<file path="config.mk">
export PLATFORM = sky130hd
export DESIGN_NAME = gpio_bank_interrupt_controller_unit
export DESIGN_NICKNAME = d
export VERILOG_FILES = /design/src/design/gbic_pkg.sv /design/src/design/gbic_ctrl.sv /design/src/design/gbic_dp.sv /design/src/design/gpio_bank_interrupt_controller_unit.sv
export SDC_FILE = /design/constraint.sdc
export NUM_CORES = 1
export LEC_CHECK = 0
export BUFFER_PORTS_ARGS = -buffer_cell sky130_fd_sc_hd__buf_2
export CELL_PAD_IN_SITES_DETAIL_PLACEMENT = 0
export CELL_PAD_IN_SITES_GLOBAL_PLACEMENT = 1
export CORE_MARGIN = 2
export CORE_UTILIZATION = 35
export DETAILED_ROUTE_END_ITERATION = 10
export MAX_ROUTING_LAYER = met4
export PLACE_DENSITY_LB_ADDON = 0.1
export SYNTH_ARGS = -nofsm -noshare
export SYNTH_HDL_FRONTEND = slang
export SYNTH_SLANG_ARGS = --single-unit
export TNS_END_PERCENT = 50
</file>
<file path="constraint.sdc">
create_clock -name clk -period 6.9 [get_ports clk]
set_input_delay 0.69 -clock clk [delete_from_list [all_inputs] [get_ports clk]]
set_output_delay 0.69 -clock clk [all_outputs]
set_load 0.05 [all_outputs]
</file>
<file path="src/design/gbic_pkg.sv">
package gbic_pkg;

	// request codes carried on req_type
	typedef enum logic [1:0] {
		REQ_SAMPLE = 2'd0,
		REQ_WRITE  = 2'd1,
		REQ_READ   = 2'd2,
		REQ_SCAN   = 2'd3
	} req_t;

	// register selects carried on reg_sel
	typedef enum logic [1:0] {
		SEL_MASK   = 2'd0,
		SEL_EDGE   = 2'd1,
		SEL_STATUS = 2'd2,
		SEL_LEVELS = 2'd3
	} sel_t;

	// what the result registers load this cycle
	typedef enum logic [1:0] {
		OUT_NONE  = 2'd0,
		OUT_READ  = 2'd1,
		OUT_EMPTY = 2'd2,
		OUT_LINE  = 2'd3
	} out_sel_t;

	localparam int unsigned DATA_W = 32;
	localparam int unsigned BANK_W = 3;
	localparam int unsigned LINE_W = 8;

	typedef struct packed {
		logic     sample;
		logic     write;
		logic     load_scan;
		out_sel_t out_sel;
	} cmd_t;

	typedef struct packed {
		logic pend_zero;
		logic rest_zero;
	} status_t;

endpackage

</file>
<file path="src/design/gbic_ctrl.sv">
module gbic_ctrl (
	input  logic             clk,
	input  logic             arst_n,
	input  logic             start,
	input  logic [1:0]       req_type,
	input  gbic_pkg::status_t st,
	output gbic_pkg::cmd_t   cmd,
	output logic             busy,
	output logic             strobe
);

	typedef enum logic {
		ST_IDLE,
		ST_SCAN
	} state_t;

	state_t           state_q;
	logic             busy_q;
	logic             strobe_q;
	logic             accept;
	gbic_pkg::req_t   req;

	assign req    = gbic_pkg::req_t'(req_type);
	assign accept = start && !busy_q;
	assign busy   = busy_q;
	assign strobe = strobe_q;

	always_comb begin
		cmd = '{sample: 1'b0, write: 1'b0, load_scan: 1'b0,
			out_sel: gbic_pkg::OUT_NONE};
		case (state_q)
			ST_IDLE: begin
				if (accept) begin
					case (req)
						gbic_pkg::REQ_SAMPLE: cmd.sample = 1'b1;
						gbic_pkg::REQ_WRITE:  cmd.write  = 1'b1;
						gbic_pkg::REQ_READ:   cmd.out_sel = gbic_pkg::OUT_READ;
						gbic_pkg::REQ_SCAN: begin
							if (st.pend_zero)
								cmd.out_sel = gbic_pkg::OUT_EMPTY;
							else
								cmd.load_scan = 1'b1;
						end
						default: cmd.out_sel = gbic_pkg::OUT_NONE;
					endcase
				end
			end
			ST_SCAN: cmd.out_sel = gbic_pkg::OUT_LINE;
			default: cmd.out_sel = gbic_pkg::OUT_NONE;
		endcase
	end

	always_ff @(posedge clk or negedge arst_n) begin
		if (!arst_n) begin
			state_q  <= ST_IDLE;
			busy_q   <= 1'b0;
			strobe_q <= 1'b0;
		end else begin
			strobe_q <= (cmd.out_sel != gbic_pkg::OUT_NONE);
			case (state_q)
				ST_IDLE: begin
					if (cmd.load_scan) begin
						state_q <= ST_SCAN;
						busy_q  <= 1'b1;
					end
				end
				ST_SCAN: begin
					// leave once the last pending line goes out
					if (st.rest_zero) begin
						state_q <= ST_IDLE;
						busy_q  <= 1'b0;
					end
				end
				default: begin
					state_q <= ST_IDLE;
					busy_q  <= 1'b0;
				end
			endcase
		end
	end

	ap_busy_tracks_state: assert property (@(posedge clk) disable iff (!arst_n)
		busy_q == (state_q == ST_SCAN))
		else $error("busy disagrees with state");

	ap_scan_load_only_idle: assert property (@(posedge clk) disable iff (!arst_n)
		cmd.load_scan |-> state_q == ST_IDLE && !st.pend_zero)
		else $error("scan loaded outside idle or with nothing pending");

	ap_no_update_in_scan: assert property (@(posedge clk) disable iff (!arst_n)
		state_q == ST_SCAN |-> !cmd.sample && !cmd.write)
		else $error("bank update while scanning");

endmodule

</file>
<file path="src/design/gbic_dp.sv">
module gbic_dp #(
	parameter int unsigned NUM_BANKS      = 6,
	parameter int unsigned LINES_PER_BANK = 32
) (
	input  logic                            clk,
	input  logic                            arst_n,
	input  gbic_pkg::cmd_t                  cmd,
	input  logic [gbic_pkg::BANK_W-1:0]     bank,
	input  logic [1:0]                      reg_sel,
	input  logic [gbic_pkg::DATA_W-1:0]     write_data,
	output gbic_pkg::status_t               st,
	output logic [gbic_pkg::DATA_W-1:0]     read_data,
	output logic [gbic_pkg::LINE_W-1:0]     line_number,
	output logic                            line_valid,
	output logic                            last
);

	localparam int unsigned LPB = LINES_PER_BANK;
	localparam int unsigned BW  = (NUM_BANKS > 1) ? $clog2(NUM_BANKS) : 1;
	localparam int unsigned IW  = $clog2(LINES_PER_BANK);

	logic [LPB-1:0] mask_q   [NUM_BANKS];
	logic [LPB-1:0] edge_q   [NUM_BANKS];
	logic [LPB-1:0] status_q [NUM_BANKS];
	logic [LPB-1:0] level_q  [NUM_BANKS];

	logic [7:0]      bank_ext;
	logic [BW-1:0]   bidx;
	logic            bank_ok;
	logic [LPB-1:0]  data;
	logic [LPB-1:0]  cur_mask, cur_edge, cur_status, cur_level;
	logic [LPB-1:0]  edges;
	logic [LPB-1:0]  pending;
	logic [LPB-1:0]  rd_val;
	gbic_pkg::sel_t  sel;

	logic [LPB-1:0]                pend_q;
	logic [gbic_pkg::BANK_W-1:0]   scan_bank_q;
	logic [LPB-1:0]                low_bit;
	logic [LPB-1:0]                rest;
	logic [IW-1:0]                 idx;
	logic [gbic_pkg::LINE_W-1:0]   line_calc;

	logic [gbic_pkg::DATA_W-1:0]   read_data_q;
	logic [gbic_pkg::LINE_W-1:0]   line_number_q;
	logic                          line_valid_q;
	logic                          last_q;

	assign sel      = gbic_pkg::sel_t'(reg_sel);
	assign bank_ext = {5'd0, bank};
	assign bidx     = bank_ext[BW-1:0];
	assign bank_ok  = ({2'b00, bank} < 5'(NUM_BANKS));
	assign data     = write_data[LPB-1:0];

	always_comb begin
		if (bank_ok) begin
			cur_mask   = mask_q[bidx];
			cur_edge   = edge_q[bidx];
			cur_status = status_q[bidx];
			cur_level  = level_q[bidx];
		end else begin
			cur_mask   = '1;
			cur_edge   = '0;
			cur_status = '0;
			cur_level  = '0;
		end
	end

	// rising edges where edge select is one, falling where it is zero
	assign edges   = (cur_edge & ~cur_level & data) | (~cur_edge & cur_level & ~data);
	assign pending = cur_status |
		(~cur_mask & ((cur_edge & cur_level) | ~(cur_edge | cur_level)));

	always_comb begin
		case (sel)
			gbic_pkg::SEL_MASK:   rd_val = cur_mask;
			gbic_pkg::SEL_EDGE:   rd_val = cur_edge;
			gbic_pkg::SEL_STATUS: rd_val = cur_status;
			gbic_pkg::SEL_LEVELS: rd_val = cur_level;
			default:              rd_val = '0;
		endcase
		if (!bank_ok)
			rd_val = '0;
	end

	// isolate the lowest pending bit and encode it
	assign low_bit = pend_q & (~pend_q + LPB'(1));
	assign rest    = pend_q & ~low_bit;

	always_comb begin
		idx = '0;
		for (int i = 0; i < LPB; i++) begin
			idx = idx | (low_bit[i] ? IW'(i) : IW'(0));
		end
	end

	// line numbers come from the bank captured with the snapshot
	assign line_calc = 8'({5'd0, scan_bank_q} * 8'(LINES_PER_BANK)) + 8'(idx);

	assign st.pend_zero = (pending == '0);
	assign st.rest_zero = (rest == '0);

	always_ff @(posedge clk or negedge arst_n) begin
		if (!arst_n) begin
			for (int b = 0; b < NUM_BANKS; b++) begin
				mask_q[b]   <= '1;
				edge_q[b]   <= '0;
				status_q[b] <= '0;
				level_q[b]  <= '0;
			end
		end else if (bank_ok) begin
			if (cmd.sample) begin
				status_q[bidx] <= cur_status | (edges & ~cur_mask);
				level_q[bidx]  <= data;
			end else if (cmd.write) begin
				case (sel)
					gbic_pkg::SEL_MASK:   mask_q[bidx]   <= data;
					gbic_pkg::SEL_EDGE:   edge_q[bidx]   <= data;
					gbic_pkg::SEL_STATUS: status_q[bidx] <= cur_status & ~data;
					default: ;
				endcase
			end
		end
	end

	// scan snapshot and result payload, no reset needed
	always_ff @(posedge clk) begin
		if (cmd.load_scan) begin
			pend_q      <= pending;
			scan_bank_q <= bank;
		end else if (cmd.out_sel == gbic_pkg::OUT_LINE) begin
			pend_q <= rest;
		end
		case (cmd.out_sel)
			gbic_pkg::OUT_READ: begin
				read_data_q   <= 32'(rd_val);
				line_number_q <= '0;
				line_valid_q  <= 1'b0;
				last_q        <= 1'b1;
			end
			gbic_pkg::OUT_EMPTY: begin
				read_data_q   <= '0;
				line_number_q <= '0;
				line_valid_q  <= 1'b0;
				last_q        <= 1'b1;
			end
			gbic_pkg::OUT_LINE: begin
				read_data_q   <= '0;
				line_number_q <= line_calc;
				line_valid_q  <= 1'b1;
				last_q        <= (rest == '0);
			end
			default: ;
		endcase
	end

	assign read_data   = read_data_q;
	assign line_number = line_number_q;
	assign line_valid  = line_valid_q;
	assign last        = last_q;

endmodule

</file>
<file path="src/design/gpio_bank_interrupt_controller_unit.sv">
// Channel   Handshake            Ports
// -------   ------------------   -------------------------------------------
// request   start & !busy        req_type, bank, reg_sel, write_data
// result    strobe (one cycle)   read_data, line_number, line_valid, last
//
// A pin sample or register write gives no result; busy stays low so the
// next request can follow at once.
// A register read, or a scan with nothing pending, shows its result on the
// cycle after acceptance.
// A scan holds busy while the lowest-set-bit encoder steps through the
// snapshot, giving one pending line a cycle.
// Reset (arst_n low) sets every mask bit and clears edge select, status
// and levels; the receiver cannot stall, so results never wait.
module gpio_bank_interrupt_controller_unit #(
	parameter int unsigned NUM_BANKS      = 6,
	parameter int unsigned LINES_PER_BANK = 32
) (
	input  logic                            clk,
	input  logic                            arst_n,
	input  logic                            start,
	output logic                            busy,
	input  logic [1:0]                      req_type,
	input  logic [gbic_pkg::BANK_W-1:0]     bank,
	input  logic [1:0]                      reg_sel,
	input  logic [gbic_pkg::DATA_W-1:0]     write_data,
	output logic                            strobe,
	output logic [gbic_pkg::DATA_W-1:0]     read_data,
	output logic [gbic_pkg::LINE_W-1:0]     line_number,
	output logic                            line_valid,
	output logic                            last
);

	gbic_pkg::cmd_t    cmd;
	gbic_pkg::status_t st;

	// sequence each request: idle, or step through a scan snapshot
	gbic_ctrl u_ctrl (
		.clk      (clk),
		.arst_n   (arst_n),
		.start    (start),
		.req_type (req_type),
		.st       (st),
		.cmd      (cmd),
		.busy     (busy),
		.strobe   (strobe)
	);

	// hold the bank registers, latch edges, encode pending lines
	gbic_dp #(
		.NUM_BANKS      (NUM_BANKS),
		.LINES_PER_BANK (LINES_PER_BANK)
	) u_dp (
		.clk         (clk),
		.arst_n      (arst_n),
		.cmd         (cmd),
		.bank        (bank),
		.reg_sel     (reg_sel),
		.write_data  (write_data),
		.st          (st),
		.read_data   (read_data),
		.line_number (line_number),
		.line_valid  (line_valid),
		.last        (last)
	);

	// entering a scan never coincides with a result going out
	ap_rise_quiet: assert property (@(posedge clk) disable iff (!arst_n)
		$rose(busy) |-> !strobe)
		else $error("result shown as scan began");

	// leaving a scan coincides with its final line
	ap_fall_last: assert property (@(posedge clk) disable iff (!arst_n)
		$fell(busy) |-> strobe && last && line_valid)
		else $error("scan ended without its last line");

	// a scan's lines come without gaps until last
	ap_no_gap: assert property (@(posedge clk) disable iff (!arst_n)
		strobe && !last |=> strobe)
		else $error("gap inside a scan burst");

	// only pending lines can be non-final
	ap_mid_valid: assert property (@(posedge clk) disable iff (!arst_n)
		strobe && !last |-> line_valid && busy)
		else $error("non-final result without a line");

endmodule
</file>
# Word-level counts from Yosys, hierarchy flattened
# Index checks and enable logic that the tools add are counted.
# totals
reg_bits,848
input_bits,42
output_inout_bits,44
word_cells,204
# op_classes
n_addsub,2
n_lt_le_gt_ge,3
eq_ne,11
n_mux,80
n_bitwise,55
reduce_logical,20
# ops
op,count
$bwmux 192,5
$mux 192,3
$mux 32,16
$bmux 32 s3,4
$and 32x32->32,10
$not 32->32,7
$or 32x32->32,5
$or 5x5->5,30
$pmux 32 s4,1
$demux 32 s3,1
$mux 5,17
$logic_not 32->1,2
$pmux 32 s2,1
$add 32x1->32 const B,1
$mux 4,8
$pmux 8 s2,1
$mux 3,5
$eq 2x2->1 const B,6
$reduce_bool 2->1,6
$mux 1,9
$add 8x5->8,1
$pmux 1 s2,4
$pmux 2 s2,2
$reduce_and 4->1,2
other kinds (14),24

# Logic depth before layout (Yosys ltp)
# logic_depth
word_depth,36
mapped_depth,21
depth_no_buf,14

# Cells and area by module
# Synthesis repeated with hierarchy kept, for this count alone.
# hier_totals
hier_cells,3452
hier_area_um2,40720.3
# modules_own_cells
mod,n_inst,cells_each,area_each_um2,seq_area_each_um2
gbic_dp,1,3433,40541.4,21770.9
gbic_ctrl,1,19,178.9,75.1

# Worst setup path before layout
# Ideal clock, no wire load.
# synth_timing
kind,in2reg
start,in bank[0] (netlist name)
end,reg u_dp.last_q (netlist: u_dp.last) (enable)
setup_ns,0.468
arrival_ns,6.712
t_required_ns,6.432
setup_slack_ns,-0.280
stages,20
n_path_buf,7
path_cell_list,buf_4 -> buf_2 -> buf_2 -> buf_2 -> buf_2 -> buf_2 -> buf_1 -> mux2i_1 -> nor2_1 -> a21oi_1 -> o22ai_1 -> inv_1 -> ha_1 -> and3_1 -> a311o_1 -> nor3_1 -> nand4_1 -> nor4b_1 -> nand2_1 -> a31oi_1
# synth_via
elab_chain_len,18
word_cells_on_any_way,35
cone_classes,1 x order compare; 3 x eq/ne; 20 x mux; 8 x bitwise; 3 x reduce/logical
# synth_lines
element,line_no,rtl
"start, declared",gpio_bank_interrupt_controller_unit.sv:23,"input logic [gbic_pkg::BANK_W-1:0] bank,"
$not 3->4 (implied by the code),-,
"$bmux 32 s3, on equally long branches","gbic_dp.sv:58, gbic_dp.sv:60",
"$mux 32, on equally long branches (2 in series)","gbic_dp.sv:58, gbic_dp.sv:60",
$mux 32,gbic_dp.sv:56,if (bank_ok) begin
$or 32x32->32,gbic_dp.sv:72,(~cur_mask & ((cur_edge & cur_level) | ~(cur_edge | cur_level)));
$not 32->32,gbic_dp.sv:72,
$or 32x32->32,gbic_dp.sv:72,
$and 32x32->32,gbic_dp.sv:72,
$or 32x32->32 *,gbic_dp.sv:71,assign pending = cur_status |
$logic_not 32->1 *,gbic_dp.sv:100,assign st.pend_zero = (pending == '0);
$mux 2 *,gbic_ctrl.sv:39,if (st.pend_zero)
$pmux 2 s2 *,gbic_ctrl.sv:34,case (req)
$mux 5 *,gbic_ctrl.sv:33,if (accept) begin
$pmux 2 s2 *,gbic_ctrl.sv:31,case (state_q)
$eq 2x1->1 or $eq 2x2->1 (tied branches),gbic_dp.sv:134,case (cmd.out_sel)
$reduce_or 2->1 (no line),-,
$reduce_bool 2->1 (no line) *,-,
"end signal, assigned",gbic_dp.sv:151,last_q <= (rest == '0);
"end, declared",gbic_dp.sv:47,logic last_q;
# Every way passes the cells marked *; elsewhere a longest branch is shown, timed or not. The select of a mux whose other input is x is not followed.
# A chain may end at the register's enable or synchronous reset.

# Worst setup path after layout
# layout_timing
start,in bank[2] (netlist name)
end,"reg u_dp.read_data_q, in the netlist u_dp.read_data[6] (data pin)"
# layout_via
elab_chain_len,18
word_cells_on_any_way,37
cone_classes,1 x order compare; 3 x eq/ne; 23 x mux; 8 x bitwise; 2 x reduce/logical
# layout_lines
element,line_no,rtl
$not 3->4 (implied by the code),-,
"$bmux 32 s3, on equally long branches","gbic_dp.sv:58, gbic_dp.sv:60",
"$mux 32, on equally long branches (2 in series)","gbic_dp.sv:58, gbic_dp.sv:60",
$mux 32,gbic_dp.sv:56,
$or 32x32->32,gbic_dp.sv:72,
$not 32->32,gbic_dp.sv:72,
$or 32x32->32,gbic_dp.sv:72,
$and 32x32->32,gbic_dp.sv:72,
$or 32x32->32,gbic_dp.sv:71,
$logic_not 32->1,gbic_dp.sv:100,
$mux 2,gbic_ctrl.sv:39,
$pmux 2 s2,gbic_ctrl.sv:34,
$mux 5,gbic_ctrl.sv:33,
$pmux 2 s2,gbic_ctrl.sv:31,
$eq 2x2->1,gbic_dp.sv:134,
$reduce_or 2->1 (no line),-,
$pmux 32 s2 *,gbic_dp.sv:134,
"end signal, assigned",gbic_dp.sv:136,read_data_q <= 32'(rd_val);
"end, declared",gbic_dp.sv:44,logic [gbic_pkg::DATA_W-1:0] read_data_q;
# Marks and branches as above.

==> results.sh <==
export IMPL_status="complete, no violations"
export IMPL_clock_skew_ns=0.0394
export IMPL_worst_slew_pin_slew_ns=1.18
export IMPL_remaining_drc_errors=0
export IMPL_r2r_setup_slack_ns=2.36
export IMPL_clk_latency_ns=0.69
export IMPL_clk_pin_slew_ns=0.06
export IMPL_internal_power_mw=9.96
export IMPL_worstPathMaxFanout=24
export IMPL_grt_max_degree=163
export IMPL_vias=28841
export IMPL_fmax_ghz=0.192
export IMPL_rows=125
export IMPL_period_minus_slack_ns=5.20
export IMPL_firstDrtPassIters=9
export IMPL_grt_ovfl_total=0
export IMPL_worstPathCellList="buf_4 -> nor2b_4 -> and2_2 -> buf_4 -> a22oi_1 -> nand2_1 -> a221oi_1 -> ha_1 -> a2111oi_0 -> buf_4 -> nand4_1 -> or4b_4 -> o41ai_4 -> buf_12 -> a211oi_1"
export IMPL_antenna_found_initial=12
export IMPL_finalNetCount=3549
export IMPL_required_ns=7.28
export IMPL_synthFlopType="dfrtp_1"
export IMPL_fin_tns_setup_ns=0
export IMPL_core_sq_mm=0.116
export IMPL_final_cells=5058
export IMPL_end_kind="flip-flop"
export IMPL_clock_power_share_pct=37.1
export IMPL_final_core_util_pct=40.2
export IMPL_switching_share_pct=31.2
export IMPL_htreeDepth=3
export IMPL_place_hpwl_microns=96300
export IMPL_drv_slew=0
export IMPL_hold_viol=0
export IMPL_synth_commonest_cells="624 x mux2_2, 579 x dfrtp_1, 288 x nor2_1, 261 x a21oi_1, 200 x clkbuf_1"
export IMPL_slowest_delay_ns=0.76
export IMPL_wl_per_cell_microns=29.3
export IMPL_p_per_area_mw_per_mm2=310
export IMPL_viasPerCell=5.70
export IMPL_clock_sinks=848
export IMPL_avgSynthCellArea_sq_um=11.9
export IMPL_netlist_instances=3434
export IMPL_fin_crit_sh_pct=75.4
export IMPL_clock_root_buffer="clkbuf_16"
export IMPL_ctsResizeCount=0
export IMPL_ios=86
export IMPL_peakVddDrop_v=0.000197
export IMPL_layout_drive_gt1_share_pct=35.5
export IMPL_yosysTopAreaCell="dfrtp_1"
export IMPL_dp_cells=4865
export IMPL_synth_nets=3540
export IMPL_path_delay_family="compound AO/OA/AOI/OAI gates"
export IMPL_drv_cap=0
export IMPL_initial_utilization_pct=35.2
export IMPL_synth_edf_count=77
export IMPL_ys_ff_latch=848
export IMPL_worstSetupStartpointType="input port"
export IMPL_wirelength_microns=148000
export IMPL_area_delta_synth_final_pct=14.2
export IMPL_slowest_stage="a221oi_1"
export IMPL_synth_area_leaders="dfrtp_1 35%, mux2_2 17%, dfstp_2 12%, edfxtp_1 5.7%, mux2i_1 3.6%"
export IMPL_port_buffers=85
export IMPL_cts_setup_buffers=0
export IMPL_drt_initial_drc_count=2360
export IMPL_p_seq_share_pct=44.2
export IMPL_final_antenna_net_count=0
export IMPL_ys_seq_area_share_pct=53.5
export IMPL_r2r_cells=12
export IMPL_timing_rr_end="u_dp.read_data[6]"
export IMPL_synth_top_area_share_pct=35.5
export IMPL_gp_congestion=0.881
export IMPL_r2r_start="u_dp.edge_q[4]"
export IMPL_hold_buffers=0
export IMPL_crit_buf_inv=4
export IMPL_cpMostUsedCell="buf_4"
export IMPL_cts_inserted_buffers=100
export IMPL_async_reset_ff_share_pct=90.9
export IMPL_die_area_sq_mm=0.119
export IMPL_p_comb_share_pct=18.7
export IMPL_cts_path_max_buffers=3
export IMPL_synth_cell_types=67
export IMPL_die_width_microns=346
export IMPL_grt_pass1_wl_microns=214000
export IMPL_grt_total_usage_pct=25.3
export IMPL_crit_type="in -> reg"
export IMPL_cts_tree="yes"
export IMPL_arrival_ns=5.59
export IMPL_slew_limit_headroom_pct=20.4
export IMPL_die_h_microns=346
export IMPL_synth_most_common_cell="mux2_2"
export IMPL_power_switching_mw=4.52
export IMPL_hold_path_class="in -> async"
export IMPL_rsz0062_at_grt="false"
export IMPL_leakage_nw=21.1
export IMPL_synth_cell_area_sq_mm=0.0409
export IMPL_setup_viol=0
export IMPL_grt_pass1_vias=28961
export IMPL_yosys_warnings=0
worst reg2reg max path: stages, from the launching register on:
cell and delay [ns]:
dfrtp_1 0.37, mux2i_1 0.25, o22ai_1 0.15, a221oi_1 0.58
ha_1 0.38, nand3_1 0.09, nand4_1 0.33, nor4_1 0.47
nand4_1 0.20, or4b_4 0.62, o41ai_4 0.45, buf_12 0.26
a211oi_1 0.10
worst max-delay path by stage:
stage	startpoint	to	slack [ns]	cells after the start
finish	bank[2]	u_dp.read_data[6]	1.70	15
CTS	bank[2]	u_dp.pend_q[26]	1.79	17
detailed placement	bank[2]	u_dp.pend_q[5]	1.06	17
floorplan	bank[0]	u_dp.last	0.57	20
global route	bank[2]	u_dp.pend_q[24]	1.43	16
global placement	bank[2]	u_dp.pend_q[4]	1.10	17
state kept, by name (all words and copies together), names as in the netlist, 3 cells and up:
signal            flops
u_dp.edge_q         192
u_dp.level_q        192
u_dp.line_number      8
u_dp.mask_q         192
u_dp.pend_q          32
u_dp.read_data       32
u_dp.scan_bank_q      3
u_dp.status_q       192
per-layer routing:
layer  global-route usage, %  share of wire [%]  vias up
li1                        -                  -    12561
met1                    36.2                 48    15195
met2                    37.4                 44      881
met3                    3.43                5.4      204
met4                    7.39                2.7        0
met5                       -                  0        -
cells in the final DEF (no fill, tap or decap), types with 53 or more instances in the layout:
cell	Yosys	final
nor2_1	288	276
buf_2	29	81
dfrtp_1	579	579
a31oi_1	54	53
clkbuf_16	0	107
o21ai_0	62	62
ha_1	64	64
inv_1	98	98
a21oi_1	261	260
nand2_1	161	149
a22oi_1	116	116
mux2i_1	148	148
dfstp_2	192	192
edfxtp_1	77	77
mux2_2	624	624
buf_4	10	96
power by group through the flow:
stage               clock [mW]  sequential, mW  combinational (mW)
detailed placement           0            6.47                2.69
global placement             0            6.46                2.65
floorplan                    0            6.61                1.42
CTS                       5.51            6.39                2.71
finish                    5.37            6.40                2.70
global route              5.73            6.47                2.92
cells by family after synthesis:
logic type	after synthesis	synth area share (%)
flops	848	53.5
mux	822	23.1
compound gates	716	11.3
simple gates	595	6.28
buf+inv	386	3.75
fa+ha+maj	67	2.03
layout make-up:
type	count	area, sq um
Antenna cell	6	15.0
Clock buffer	162	3170
Clock inverter	25	193
Fill cell	11026	69400
Inverter	99	372
Multi-Input combinational cell	2200	17700
Sequential cell	848	21800
Tap cell	1524	1910
Timing Repair Buffer	194	1460
stage by stage:
stage               total power, mW  setup WS (ns)  area (sq um)  hold slack [ns]
global route                   15.1           1.43         46600            0.117
global placement               9.11           1.10         43300            0.482
finish                         14.5           1.70         46700           0.0718
CTS                            14.6           1.79         46600           0.0809
floorplan                      8.03          0.571         40900            0.394
detailed placement             9.16           1.06         43300            0.487
(Power assumes the default switching activity.)
